### config.mk
export PLATFORM = sky130hd
export DESIGN_NAME = timezone_record_parser_top_flat
export DESIGN_NICKNAME = d
export VERILOG_FILES = /design/src/hdl/tzrp_pkg.sv /design/src/hdl/tzrp_stream_if.sv /design/src/hdl/tzrp_front.sv /design/src/hdl/tzrp_queue.sv /design/src/hdl/tzrp_back.sv /design/src/hdl/timezone_record_parser_top.sv /design/src/flat_wrapper.sv
export VERILOG_INCLUDE_DIRS = /design/src /design/src/hdl
export SDC_FILE = /design/constraint.sdc
export NUM_CORES = 1
export LEC_CHECK = 0
export ABC_AREA = 1
export BUFFER_PORTS_ARGS = -buffer_cell sky130_fd_sc_hd__buf_2
export CAP_MARGIN = 10
export CORE_MARGIN = 4
export CORE_UTILIZATION = 29
export CTS_BUF_LIST = sky130_fd_sc_hd__clkbuf_16
export DETAILED_ROUTE_END_ITERATION = 12
export GPL_TIMING_DRIVEN = 0
export PLACE_DENSITY = 0.55
export SYNTH_ARGS = -nofsm -noshare
export SYNTH_HDL_FRONTEND = slang
export SYNTH_HIERARCHICAL = 1
export SYNTH_SLANG_ARGS = --single-unit
### constraint.sdc
create_clock -name clk -period 10.1 [get_ports clk]
set_input_delay 1.515 -clock clk [delete_from_list [all_inputs] [get_ports clk]]
set_output_delay 1.515 -clock clk [all_outputs]
set_load 0.01 [all_outputs]
### src/hdl/timezone_record_parser_top_assert.svh
// assertion macros for the time-zone record parser
`ifndef TIMEZONE_RECORD_PARSER_TOP_ASSERT_SVH
`define TIMEZONE_RECORD_PARSER_TOP_ASSERT_SVH
`ifndef SYNTHESIS
`define TZRP_ASSERT(label, clk, rst_n, prop, msg) \
	label: assert property (@(posedge clk) disable iff (!rst_n) prop) else $error(msg);
`define TZRP_NEVER(label, clk, rst_n, expr, msg) \
	label: assert property (@(posedge clk) disable iff (!rst_n) !(expr)) else $error(msg);
`else
`define TZRP_ASSERT(label, clk, rst_n, prop, msg)
`define TZRP_NEVER(label, clk, rst_n, expr, msg)
`endif
`endif

### src/hdl/tzrp_pkg.sv
// ----------------------------------------------------------------------------
// tzrp_pkg
// types, phase codes and template tables of the time-zone record parser
// ----------------------------------------------------------------------------
`timescale 1ns / 1ps
package tzrp_pkg;

	localparam int NameLimitDefault = 64;

	typedef enum logic [5:0] {
		PH_HDR_TAG = 6'd0, PH_HDR_IDS = 6'd1, PH_MAJOR = 6'd2, PH_MINOR = 6'd3,
		PH_CLS_TAG = 6'd4, PH_CLS_ID = 6'd5, PH_TZ_LEN = 6'd6, PH_TZ_TXT = 6'd7,
		PH_COUNT = 6'd8, PH_M0_LEN = 6'd9, PH_M0_TXT = 6'd10, PH_M1_LEN = 6'd11,
		PH_M1_TXT = 6'd12, PH_M2_LEN = 6'd13, PH_M2_TXT = 6'd14, PH_M3_LEN = 6'd15,
		PH_M3_TXT = 6'd16, PH_TYPES = 6'd17, PH_HT_LEN = 6'd18, PH_HT_TXT = 6'd19,
		PH_PRIM = 6'd20, PH_CACHE_TAG = 6'd21, PH_CACHE_REF = 6'd22, PH_OFFSET = 6'd23,
		PH_STD_TAG = 6'd24, PH_STD_ID = 6'd25, PH_STD_LEN = 6'd26, PH_STD_BODY = 6'd27,
		PH_DAY_TAG = 6'd28, PH_DAY_ID = 6'd29, PH_DAY_LEN = 6'd30, PH_DAY_BODY = 6'd31,
		PH_DONE = 6'd32
	} phase_t;

	typedef enum logic [1:0] {
		KIND_STD = 2'd0,
		KIND_DAY = 2'd1,
		KIND_VERDICT = 2'd2
	} kind_t;

	// classified work handed from front to back
	typedef struct packed {
		logic          name_vld;
		logic          name_side;
		logic [7:0]    name_char;
		logic          name_final;
		logic          verd_vld;
		logic          verd_bad;
		logic [1:0]    presence;
		logic [63:0]   offset;
	} work_t;

	typedef struct packed {
		logic [1:0]  result_kind;
		logic [7:0]  name_char;
		logic        name_final;
		logic        status;
		logic        standard_present;
		logic        daylight_present;
		logic [63:0] tick_offset;
		logic        run_last;
	} result_t;

	typedef struct packed {
		logic [7:0] data_byte;
		logic       end_of_stream;
	} item_t;

	// template texts, first character in the top byte
	localparam logic [8*28-1:0] TzClassText = "System.CurrentSystemTimeZone";
	localparam logic [8*23-1:0] CacheMemberText = {"m_Cached", "DaylightChanges"};
	localparam logic [8*13-1:0] OffsetMemberText = {"m_ticks", "Offset"};
	localparam logic [8*14-1:0] StdMemberText = {"m_standard", "Name"};
	localparam logic [8*14-1:0] DayMemberText = {"m_daylight", "Name"};
	localparam logic [8*28-1:0] TableClassText = "System.Collections.Hashtable";

	function automatic logic [4:0] tmpl_size(input logic [2:0] idx);
		case (idx)
			3'd0: tmpl_size = 5'd28;
			3'd1: tmpl_size = 5'd23;
			3'd2: tmpl_size = 5'd13;
			3'd3: tmpl_size = 5'd14;
			3'd4: tmpl_size = 5'd14;
			3'd5: tmpl_size = 5'd28;
			default: tmpl_size = 5'd0;
		endcase
	endfunction

	function automatic logic [7:0] tmpl_char(input logic [2:0] idx, input logic [4:0] pos);
		logic [8*28-1:0] text;
		logic [4:0]      txt_len;
		txt_len = tmpl_size(idx);
		case (idx)
			3'd0: text = TzClassText;
			3'd1: text = 224'(CacheMemberText);
			3'd2: text = 224'(OffsetMemberText);
			3'd3: text = 224'(StdMemberText);
			3'd4: text = 224'(DayMemberText);
			3'd5: text = TableClassText;
			default: text = '0;
		endcase
		if (pos < txt_len) tmpl_char = text[8 * (txt_len - 5'd1 - pos) +: 8];
		else tmpl_char = 8'd0;
	endfunction

endpackage

### src/hdl/tzrp_stream_if.sv
// ----------------------------------------------------------------------------
// tzrp_stream_if
// valid/ready channel with a generic payload
// ----------------------------------------------------------------------------
`timescale 1ns / 1ps
`default_nettype none
interface tzrp_stream_if #(
	parameter type payload_t = logic
);
	logic     valid;
	logic     ready;
	payload_t payload;
	modport source (output valid, output payload, input ready);
	modport sink (input valid, input payload, output ready);
endinterface
`default_nettype wire

### src/hdl/tzrp_front.sv
// ----------------------------------------------------------------------------
// tzrp_front
// accepts record bytes, walks the template and classifies each byte
// ----------------------------------------------------------------------------
`timescale 1ns / 1ps
`default_nettype none
module tzrp_front #(
	parameter int NAME_LIMIT = tzrp_pkg::NameLimitDefault
) (
	input  wire logic           clk,
	input  wire logic           arst_n,
	input  wire logic           in_vld,
	input  wire tzrp_pkg::item_t in_item,
	output logic                in_rdy,
	output logic                wk_vld,
	output tzrp_pkg::work_t     wk,
	input  wire logic           wk_rdy
);
	tzrp_pkg::phase_t phase_q, ph_n;
	logic [7:0]  pos_q, pos_n;
	logic [34:0] len_q, len_n;
	logic [2:0]  vcnt_q, vcnt_n;
	logic [31:0] word_q, word_n;
	logic [63:0] off_q, off_n;
	logic [7:0]  left_q, left_n;
	logic [1:0]  pres_q, pres_n;
	logic        given_q, given_n;
	logic        bad, ok_v, adv;
	tzrp_pkg::phase_t adv_ph;
	logic [7:0]  b;
	logic        side;
	logic [34:0] len_acc;
	logic        v_done, v_over;
	logic [2:0]  tidx;
	logic [7:0]  pos_inc;
	logic        fire;

	assign in_rdy = wk_rdy;
	assign fire = in_vld && in_rdy;
	assign b = in_item.data_byte;
	assign side = (phase_q >= tzrp_pkg::PH_DAY_TAG) && (phase_q <= tzrp_pkg::PH_DAY_BODY);
	assign pos_inc = pos_q + 8'd1;
	assign len_acc = len_q | (35'(b[6:0]) << (7 * vcnt_q));
	assign v_done = !b[7];
	assign v_over = b[7] && (vcnt_q >= 3'd4);

	// template string selected by the current length or text phase
	always_comb begin
		case (phase_q)
			tzrp_pkg::PH_M0_LEN, tzrp_pkg::PH_M0_TXT: tidx = 3'd1;
			tzrp_pkg::PH_M1_LEN, tzrp_pkg::PH_M1_TXT: tidx = 3'd2;
			tzrp_pkg::PH_M2_LEN, tzrp_pkg::PH_M2_TXT: tidx = 3'd3;
			tzrp_pkg::PH_M3_LEN, tzrp_pkg::PH_M3_TXT: tidx = 3'd4;
			tzrp_pkg::PH_HT_LEN, tzrp_pkg::PH_HT_TXT: tidx = 3'd5;
			default: tidx = 3'd0;
		endcase
	end

	always_comb begin
		bad = 1'b0;
		ok_v = 1'b0;
		adv = 1'b0;
		adv_ph = phase_q;
		pos_n = pos_q;
		len_n = len_q;
		vcnt_n = vcnt_q;
		word_n = word_q;
		off_n = off_q;
		left_n = left_q;
		pres_n = pres_q;
		wk = '0;
		case (phase_q)
			tzrp_pkg::PH_HDR_TAG: begin
				if (b != 8'd0) bad = 1'b1;
				else begin adv = 1'b1; adv_ph = tzrp_pkg::PH_HDR_IDS; end
			end
			tzrp_pkg::PH_HDR_IDS: begin
				pos_n = pos_inc;
				if (pos_inc >= 8'd8) begin adv = 1'b1; adv_ph = tzrp_pkg::PH_MAJOR; end
			end
			tzrp_pkg::PH_MAJOR, tzrp_pkg::PH_COUNT: begin
				word_n = word_q | (32'(b) << (8 * pos_q[1:0]));
				pos_n = pos_inc;
				if (pos_inc >= 8'd4) begin
					if (word_n != ((phase_q == tzrp_pkg::PH_MAJOR) ? 32'd1 : 32'd4)) bad = 1'b1;
					else begin
						adv = 1'b1;
						adv_ph = (phase_q == tzrp_pkg::PH_MAJOR) ? tzrp_pkg::PH_MINOR
							: tzrp_pkg::PH_M0_LEN;
					end
				end
			end
			tzrp_pkg::PH_MINOR, tzrp_pkg::PH_CLS_ID, tzrp_pkg::PH_CACHE_REF: begin
				pos_n = pos_inc;
				if (pos_inc >= 8'd4) begin
					adv = 1'b1;
					adv_ph = (phase_q == tzrp_pkg::PH_MINOR) ? tzrp_pkg::PH_CLS_TAG
						: (phase_q == tzrp_pkg::PH_CLS_ID) ? tzrp_pkg::PH_TZ_LEN
						: tzrp_pkg::PH_OFFSET;
				end
			end
			tzrp_pkg::PH_CLS_TAG: begin
				if (b != 8'd4) bad = 1'b1;
				else begin adv = 1'b1; adv_ph = tzrp_pkg::PH_CLS_ID; end
			end
			tzrp_pkg::PH_TYPES: begin
				if (b != ((pos_q[1:0] == 2'd0) ? 8'd3 : (pos_q[1:0] == 2'd1) ? 8'd0 : 8'd1))
					bad = 1'b1;
				else begin
					pos_n = pos_inc;
					if (pos_inc >= 8'd4) begin adv = 1'b1; adv_ph = tzrp_pkg::PH_HT_LEN; end
				end
			end
			tzrp_pkg::PH_PRIM: begin
				if (b != 8'd9) bad = 1'b1;
				else begin adv = 1'b1; adv_ph = tzrp_pkg::PH_CACHE_TAG; end
			end
			tzrp_pkg::PH_CACHE_TAG: begin
				if (b == 8'd9) begin adv = 1'b1; adv_ph = tzrp_pkg::PH_CACHE_REF; end
				else if (b == 8'd10) begin adv = 1'b1; adv_ph = tzrp_pkg::PH_OFFSET; end
				else bad = 1'b1;
			end
			tzrp_pkg::PH_OFFSET: begin
				off_n = off_q | (64'(b) << (8 * pos_q[2:0]));
				pos_n = pos_inc;
				if (pos_inc >= 8'd8) begin adv = 1'b1; adv_ph = tzrp_pkg::PH_STD_TAG; end
			end
			tzrp_pkg::PH_STD_TAG, tzrp_pkg::PH_DAY_TAG: begin
				if (b == 8'd6) begin
					adv = 1'b1;
					adv_ph = side ? tzrp_pkg::PH_DAY_ID : tzrp_pkg::PH_STD_ID;
				end else if (b != 8'd10) bad = 1'b1;
				else if (side) ok_v = 1'b1;
				else begin adv = 1'b1; adv_ph = tzrp_pkg::PH_DAY_TAG; end
			end
			tzrp_pkg::PH_STD_ID, tzrp_pkg::PH_DAY_ID: begin
				pos_n = pos_inc;
				if (pos_inc >= 8'd4) begin
					adv = 1'b1;
					adv_ph = side ? tzrp_pkg::PH_DAY_LEN : tzrp_pkg::PH_STD_LEN;
				end
			end
			tzrp_pkg::PH_STD_LEN, tzrp_pkg::PH_DAY_LEN: begin
				len_n = len_acc;
				vcnt_n = vcnt_q + 3'd1;
				if (v_over || (v_done && len_acc >= 35'(NAME_LIMIT))) bad = 1'b1;
				else if (v_done) begin
					left_n = 8'(len_acc);
					if (len_acc == 35'd0) begin
						pres_n = pres_q | (side ? 2'b10 : 2'b01);
						if (side) ok_v = 1'b1;
						else begin adv = 1'b1; adv_ph = tzrp_pkg::PH_DAY_TAG; end
					end else begin
						adv = 1'b1;
						adv_ph = side ? tzrp_pkg::PH_DAY_BODY : tzrp_pkg::PH_STD_BODY;
					end
				end
			end
			tzrp_pkg::PH_STD_BODY, tzrp_pkg::PH_DAY_BODY: begin
				if (left_q != 8'd0) left_n = left_q - 8'd1;
				wk.name_vld = 1'b1;
				wk.name_side = side;
				wk.name_char = b;
				wk.name_final = (left_n == 8'd0);
				if (left_n == 8'd0) begin
					pres_n = pres_q | (side ? 2'b10 : 2'b01);
					if (side) ok_v = 1'b1;
					else begin adv = 1'b1; adv_ph = tzrp_pkg::PH_DAY_TAG; end
				end
			end
			tzrp_pkg::PH_DONE: ;
			tzrp_pkg::PH_TZ_LEN, tzrp_pkg::PH_M0_LEN, tzrp_pkg::PH_M1_LEN,
			tzrp_pkg::PH_M2_LEN, tzrp_pkg::PH_M3_LEN, tzrp_pkg::PH_HT_LEN: begin
				len_n = len_acc;
				vcnt_n = vcnt_q + 3'd1;
				if (v_over || (v_done && len_acc != 35'(tzrp_pkg::tmpl_size(tidx)))) bad = 1'b1;
				else if (v_done) begin
					adv = 1'b1;
					adv_ph = tzrp_pkg::phase_t'(phase_q + 6'd1);
				end
			end
			tzrp_pkg::PH_TZ_TXT, tzrp_pkg::PH_M0_TXT, tzrp_pkg::PH_M1_TXT,
			tzrp_pkg::PH_M2_TXT, tzrp_pkg::PH_M3_TXT, tzrp_pkg::PH_HT_TXT: begin
				if (pos_q >= 8'(tzrp_pkg::tmpl_size(tidx))
					|| b != tzrp_pkg::tmpl_char(tidx, pos_q[4:0])) bad = 1'b1;
				else begin
					pos_n = pos_inc;
					if (pos_inc >= 8'(tzrp_pkg::tmpl_size(tidx))) begin
						adv = 1'b1;
						case (phase_q)
							tzrp_pkg::PH_TZ_TXT: adv_ph = tzrp_pkg::PH_COUNT;
							tzrp_pkg::PH_M3_TXT: adv_ph = tzrp_pkg::PH_TYPES;
							tzrp_pkg::PH_HT_TXT: adv_ph = tzrp_pkg::PH_PRIM;
							default: adv_ph = tzrp_pkg::phase_t'(phase_q + 6'd1);
						endcase
					end
				end
			end
			default: bad = 1'b1;
		endcase
		ph_n = phase_q;
		if (adv || ok_v || bad) begin
			ph_n = adv ? adv_ph : tzrp_pkg::PH_DONE;
			pos_n = '0;
			word_n = '0;
			len_n = '0;
			vcnt_n = '0;
		end
		given_n = given_q || ok_v || bad;
		wk.verd_vld = ok_v || bad || (in_item.end_of_stream && !given_q);
		wk.verd_bad = !ok_v;
		wk.presence = pres_n;
		wk.offset = off_n;
	end

	assign wk_vld = fire && (wk.name_vld || wk.verd_vld);

	always_ff @(posedge clk or negedge arst_n) begin
		if (!arst_n) begin
			phase_q <= tzrp_pkg::PH_HDR_TAG;
			pos_q <= '0;
			len_q <= '0;
			vcnt_q <= '0;
			word_q <= '0;
			off_q <= '0;
			left_q <= '0;
			pres_q <= '0;
			given_q <= 1'b0;
		end else if (fire) begin
			if (in_item.end_of_stream) begin
				phase_q <= tzrp_pkg::PH_HDR_TAG;
				pos_q <= '0;
				len_q <= '0;
				vcnt_q <= '0;
				word_q <= '0;
				off_q <= '0;
				left_q <= '0;
				pres_q <= '0;
				given_q <= 1'b0;
			end else begin
				phase_q <= ph_n;
				pos_q <= pos_n;
				len_q <= len_n;
				vcnt_q <= vcnt_n;
				word_q <= word_n;
				off_q <= off_n;
				left_q <= left_n;
				pres_q <= pres_n;
				given_q <= given_n;
			end
		end
	end
endmodule
`default_nettype wire

### src/hdl/tzrp_queue.sv
// ----------------------------------------------------------------------------
// tzrp_queue
// two-entry queue between front and back
// ----------------------------------------------------------------------------
`timescale 1ns / 1ps
`default_nettype none
module tzrp_queue (
	input  wire logic       clk,
	input  wire logic       arst_n,
	input  wire logic       wr_vld,
	input  wire tzrp_pkg::work_t wr_data,
	output logic            wr_rdy,
	output logic            rd_vld,
	output tzrp_pkg::work_t rd_data,
	input  wire logic       rd_rdy
);
	tzrp_pkg::work_t mem_q [2];
	logic       wp_q, rp_q;
	logic [1:0] cnt_q;
	logic       wr, rd;

	assign wr_rdy = (cnt_q != 2'd2);
	assign rd_vld = (cnt_q != 2'd0);
	assign rd_data = mem_q[rp_q];
	assign wr = wr_vld && wr_rdy;
	assign rd = rd_vld && rd_rdy;

	always_ff @(posedge clk) begin
		if (wr) mem_q[wp_q] <= wr_data;
	end

	always_ff @(posedge clk or negedge arst_n) begin
		if (!arst_n) begin
			wp_q <= 1'b0;
			rp_q <= 1'b0;
			cnt_q <= '0;
		end else begin
			if (wr) wp_q <= ~wp_q;
			if (rd) rp_q <= ~rp_q;
			cnt_q <= cnt_q + 2'(wr) - 2'(rd);
		end
	end
endmodule
`default_nettype wire

### src/hdl/tzrp_back.sv
// ----------------------------------------------------------------------------
// tzrp_back
// expands queued work into one or two results with a registered output
// ----------------------------------------------------------------------------
`timescale 1ns / 1ps
`default_nettype none
module tzrp_back (
	input  wire logic       clk,
	input  wire logic       arst_n,
	input  wire logic       wk_vld,
	input  wire tzrp_pkg::work_t wk,
	output logic            wk_rdy,
	output logic            out_vld,
	output tzrp_pkg::result_t out_res,
	input  wire logic       out_rdy
);
	logic            name_done_q;
	logic            load, two;
	tzrp_pkg::result_t nxt;

	assign two = wk.name_vld && wk.verd_vld;
	assign load = wk_vld && (!out_vld || out_rdy);
	assign wk_rdy = load && (!two || name_done_q);

	always_comb begin
		nxt = '0;
		if (wk.name_vld && !name_done_q) begin
			nxt.result_kind = wk.name_side ? 2'(tzrp_pkg::KIND_DAY) : 2'(tzrp_pkg::KIND_STD);
			nxt.name_char = wk.name_char;
			nxt.name_final = wk.name_final;
			nxt.run_last = !wk.verd_vld;
		end else begin
			nxt.result_kind = 2'(tzrp_pkg::KIND_VERDICT);
			nxt.status = wk.verd_bad;
			if (!wk.verd_bad) begin
				nxt.standard_present = wk.presence[0];
				nxt.daylight_present = wk.presence[1];
				nxt.tick_offset = wk.offset;
			end
			nxt.run_last = 1'b1;
		end
	end

	always_ff @(posedge clk) begin
		if (load) out_res <= nxt;
	end

	always_ff @(posedge clk or negedge arst_n) begin
		if (!arst_n) begin
			out_vld <= 1'b0;
			name_done_q <= 1'b0;
		end else begin
			if (load) out_vld <= 1'b1;
			else if (out_rdy) out_vld <= 1'b0;
			if (load) name_done_q <= two && !name_done_q;
		end
	end
endmodule
`default_nettype wire

### src/hdl/timezone_record_parser_top.sv
// ----------------------------------------------------------------------------
// timezone_record_parser_top
// streaming checker and name extractor for serialized time-zone records
// ----------------------------------------------------------------------------
// One record byte is taken per clock cycle while the work queue has room.
// A byte yields at most two results (a name byte and a verdict), which the
// single result register of the back end sends in turn. Every other byte
// flows at one per cycle through the two-entry work queue if nothing stalls.
`timescale 1ns / 1ps
`default_nettype none
`include "timezone_record_parser_top_assert.svh"
module timezone_record_parser_top #(
	parameter int NAME_LIMIT = tzrp_pkg::NameLimitDefault
) (
	input wire logic clk,
	input wire logic arst_n,
	tzrp_stream_if.sink   in_ch,
	tzrp_stream_if.source out_ch
);
	logic            f_vld, f_rdy, q_vld, q_rdy;
	tzrp_pkg::work_t f_wk, q_wk;
	tzrp_pkg::item_t item;
	tzrp_pkg::result_t res;

	assign item = in_ch.payload;
	assign out_ch.payload = res;

	tzrp_front #(.NAME_LIMIT(NAME_LIMIT)) u_front (
		.clk, .arst_n, .in_vld(in_ch.valid), .in_item(item), .in_rdy(in_ch.ready),
		.wk_vld(f_vld), .wk(f_wk), .wk_rdy(f_rdy)
	);
	tzrp_queue u_queue (
		.clk, .arst_n, .wr_vld(f_vld), .wr_data(f_wk), .wr_rdy(f_rdy),
		.rd_vld(q_vld), .rd_data(q_wk), .rd_rdy(q_rdy)
	);
	tzrp_back u_back (
		.clk, .arst_n, .wk_vld(q_vld), .wk(q_wk), .wk_rdy(q_rdy),
		.out_vld(out_ch.valid), .out_res(res), .out_rdy(out_ch.ready)
	);

	`TZRP_NEVER(a_verdict_no_name, clk, arst_n, out_ch.valid && res.result_kind == 2'(tzrp_pkg::KIND_VERDICT) && res.name_char != 8'd0, "verdict carries a name byte")
	`TZRP_NEVER(a_bad_clean, clk, arst_n, out_ch.valid && res.status && (res.tick_offset != 64'd0 || res.standard_present), "malformed verdict with data")
	`TZRP_ASSERT(a_eos_queued, clk, arst_n, (f_vld && f_rdy && item.end_of_stream) |=> q_vld, "end of stream work not queued")
endmodule
`default_nettype wire

### src/flat_wrapper.sv
// flat-port wrapper written by rule: the top's interface ports become plain ports
module timezone_record_parser_top_flat import tzrp_pkg::*;
#(
	parameter int NAME_LIMIT = tzrp_pkg::NameLimitDefault
)
  (clk, arst_n, in_ch_valid, in_ch_payload, in_ch_ready, out_ch_valid, out_ch_payload, out_ch_ready);
  tzrp_stream_if #(.payload_t(item_t)) in_ch_i ();
  tzrp_stream_if #(.payload_t(result_t)) out_ch_i ();
  input wire logic clk;
  input wire logic arst_n;
  input wire logic [$bits(in_ch_i.valid)-1:0] in_ch_valid;
  input wire logic [$bits(in_ch_i.payload)-1:0] in_ch_payload;
  output wire logic [$bits(in_ch_i.ready)-1:0] in_ch_ready;
  output wire logic [$bits(out_ch_i.valid)-1:0] out_ch_valid;
  output wire logic [$bits(out_ch_i.payload)-1:0] out_ch_payload;
  input wire logic [$bits(out_ch_i.ready)-1:0] out_ch_ready;
  assign in_ch_i.valid = in_ch_valid;
  assign in_ch_i.payload = in_ch_payload;
  assign in_ch_ready = in_ch_i.ready;
  assign out_ch_valid = out_ch_i.valid;
  assign out_ch_payload = out_ch_i.payload;
  assign out_ch_i.ready = out_ch_ready;
  timezone_record_parser_top #(.NAME_LIMIT(NAME_LIMIT)) u_core (.clk(clk), .arst_n(arst_n), .in_ch(in_ch_i), .out_ch(out_ch_i));
endmodule
==> metrics.txt <==
syn nets=2457; hold path depth=2; vias in the first global route=16380; synthesized flop and latch total=402; Synth top area share=34.08%; reg-to-reg startpoint=u_core/u_front/phase_q[0]$_DFFE_PN0P_; total leakage power=11.36 nW; vias per std cell=4.698; largest net degree at the start of global routing=115; WL final=60050 µm; Initial DRC Count=1226; Async S/R FF share, synth=41.04%; GR met3 Demand/Resource=2.634%; synth top area cells=edfxtp_1 34%, dfrtp_1 20%, nand2_1 9.9%; CTS tree=built; die span in y=276.3 µm; layout cell share with drive strength beyond 1=12.03%; smallest hold slack=0.4708 ns; Reg2Reg Setup Slack=2.90 ns; Initial Util=29.21%; Overall Power=5.393 mW; EDFF count, synth=237; Slowest cell on crit path=nor2_4; worst flop-to-flop path endpoint=u_core/u_queue/mem_q[1][29]$_DFFE_PP_; cell taking the most area after synthesis=edfxtp_1; Worst Clk Skew=0.02343 ns; final RePlAce weighted congestion=0.9056; crit path capture type=flip-flop; global route overflow=0; GRT Util Overall=15.43%; Crit path top cell by count=nand2_1; via count=16690; slew margin rel.=39.79%; Cell Rows=98; maximum clock rate=0.1388 GHz; Worst Reg-to-Reg Cells=33; post-layout min period=7.203 ns; chip width=276.3 µm; Detail Placement HPWL=44220 µm; Final period util=71.31%; critical path class=flip-flop to flip-flop; Top FF cell, synth=edfxtp_1; met2 usage=25.80%; die area=0.07636 mm²; CTS resizes=0; setup violators final=0; Area growth syn-to-layout=16.04%; clk_lat worst skew=0.59 ns; Net count, final=2607; clock sinks=402; Yosys warnings=6; Util after Layout=33.89%; antenna violations before repair=2; placed cells=3463; mapped cell area=0.02088 mm²; GRT busiest layer=met2; critical path arrival=7.46 ns; I/O Buffers=92; hold buffer count at CTS=0; max-cap violation count=0; Compound-Gate Fraction of Synth Area=8.461%; simple-gate portion of the synthesized area=25.73%; RSZ-0062 raised after global routing=false; number of H-tree levels=2; CTS Root Cell=clkbuf_16; hold path startpoint=u_core/u_queue/wp_q$_DFFE_PN0N_; Worst Hold Endpoint=u_core/u_queue/wp_q$_DFFE_PN0N_; Slew Viols, Final=0; Synth Area in XOR/XNOR=0.7131%; Max rail drop VDD=127.4 µV; combinational family with the most area after synthesis=simple AND/OR/NAND/NOR gates; final count of hold timing violations=0; status=finished clean; 1st-pass router iterations=6; met1 Use GR=20.77%; CTS Buffer Depth=3; IO Pins=94; clock buffer count from CTS=47; DRC=0; clock slew at reported path FFs=0.06 ns; core area=0.07149 mm²; # Post-CTS Setup Buffers=0; Power Dens Cells=222.6 mW/mm²; Crit path required time=10.36 ns; Post-Synth Adder-Cell Area=1.953%; post-synthesis mux area share=0%; Crit path largest cell delay=0.54 ns; Tightest Pin Transition=0.8963 ns; Mean Syn Cell Area=8.657 µm²; ANT nets after route=0; Final Non-Filler Cells=3552; Crit Path Max Fanout=31; HP Class=flip-flop to flip-flop; WL/cell=16.91 µm; Gate Count Post-Synth=2412; sequential share of the synthesized area=53.86%; global-route wire length before repair=94840 µm; crit path launch type=flip-flop; post-synth cell types=48
[per-layer routing]
metal,vias up,share of wire (%)
li1,8197,-
met1,7979,45
met2,426,48
met3,86,5.4
met4,0,2.1
met5,-,0
[state kept, by name, indices dropped and copies added, names as in the netlist]
register	count
u_core/u_back/out_res	79
u_core/u_front/vcnt_q	3
u_core/u_front/left_q	8
u_core/u_front/given_q	1
u_core/u_queue/rp_q	1
u_core/u_front/pres_q	2
u_core/u_front/len_q	35
u_core/u_queue/wp_q	1
u_core/u_queue/cnt_q	2
u_core/u_front/pos_q	8
u_core/u_front/off_q	64
u_core/u_queue/mem_q	158
u_core/u_front/phase_q	6
u_core/u_back/out_vld	1
u_core/u_back/name_done_q	1
u_core/u_front/word_q	32
[cells in the mapped netlist, types with 13 or more instances]
library cell    n
nor2_1        270
nand2_2        14
buf_2          16
nor3_1         89
xor2_1         13
dfrtp_1       165
a21oi_1       167
inv_1         334
clkbuf_1       54
a31oi_1        38
edfxtp_1      237
buf_4          13
nand4_1        32
or2_2          13
nand2_1       552
o21ai_0        50
nor2_4         44
a211oi_1       17
nand3_1       151
o21ai_1        13
ha_1           31
[power breakdown]
group / switching (mW) / internal (mW)
registers: 0.0788 / 2.16
logic: 1.03 / 0.485
clock network: 0.681 / 0.956
[through the flow]
stage / area, µm² / TNS, ns / worst slack (ns)
floorplan: 20880 / 0 / 2.035
global placement: 22530 / -111.69 / -1.438
detailed placement: 22730 / 0 / 3.081
CTS: 24230 / 0 / 3.028
global route: 24230 / 0 / 2.446
finish: 24230 / 0 / 2.897
[placed cells by master (no fill, tap or decap), types with 54 or more instances in the layout]
cell type	instances
edfxtp_1	237
nand3_1	151
buf_2	108
inv_1	344
nor3_1	89
nor2_1	269
clkbuf_1	54
a21oi_1	166
nand2_1	552
dfrtp_1	165
[how the worst max path moves through the flow]
| stage | start | to | slack, ns | depth (start not counted) |
|---|---|---|---|---|
| global route | u_core/u_front/phase_q[0]$_DFFE_PN0P_ | u_core/u_queue/mem_q[1][35]$_DFFE_PP_ | 2.45 | 33 |
| floorplan | u_core/u_front/phase_q[0]$_DFFE_PN0P_ | u_core/u_queue/mem_q[1][0]$_DFFE_PP_ | 2.03 | 36 |
| detailed placement | u_core/u_front/phase_q[0]$_DFFE_PN0P_ | u_core/u_queue/mem_q[1][28]$_DFFE_PP_ | 3.08 | 33 |
| CTS | u_core/u_front/phase_q[0]$_DFFE_PN0P_ | u_core/u_queue/mem_q[1][26]$_DFFE_PP_ | 3.03 | 33 |
| global placement | u_core/u_front/phase_q[0]$_DFFE_PN0P_ | u_core/u_queue/mem_q[1][28]$_DFFE_PP_ | -1.44 | 31 |
| finish | u_core/u_front/phase_q[0]$_DFFE_PN0P_ | u_core/u_queue/mem_q[1][29]$_DFFE_PP_ | 2.90 | 33 |
[layout make-up]
type,count,area [µm²]
flip-flops and latches,402,11250
well taps,950,1189
clock inverters,39,271.5
inverters,350,1324
plain buffers,102,618.1
repair buffers,101,638.1
fillers,7489,47260
diodes,1,2.502
multi-input cells,1558,7714
clock buffers,49,1226
[critical path: cells and delay by family (launching register included)]
kind,cells,cell delay (ns)
fa+ha+maj,4,1.18
flops,1,0.51
xor+xnor,1,0.22
simple gates,14,1.96
buf+inv,10,2.20
compound gates,4,0.75
[cells by family (layout without fill, tap and decap cells)]
| group | after synthesis | count (layout) |
|---|---|---|
| and+or+nand+nor | 1194 | 1194 |
| buffers and inverters | 452 | 641 |
| DFF | 402 | 402 |
| AOI/OAI and AO/OA | 315 | 315 |
| adders and majority gates | 32 | 32 |
| xor gates and xnor gates | 17 | 17 |
| other | 0 | 1 |
Note: power is estimated with default switching activity, not from simulation.
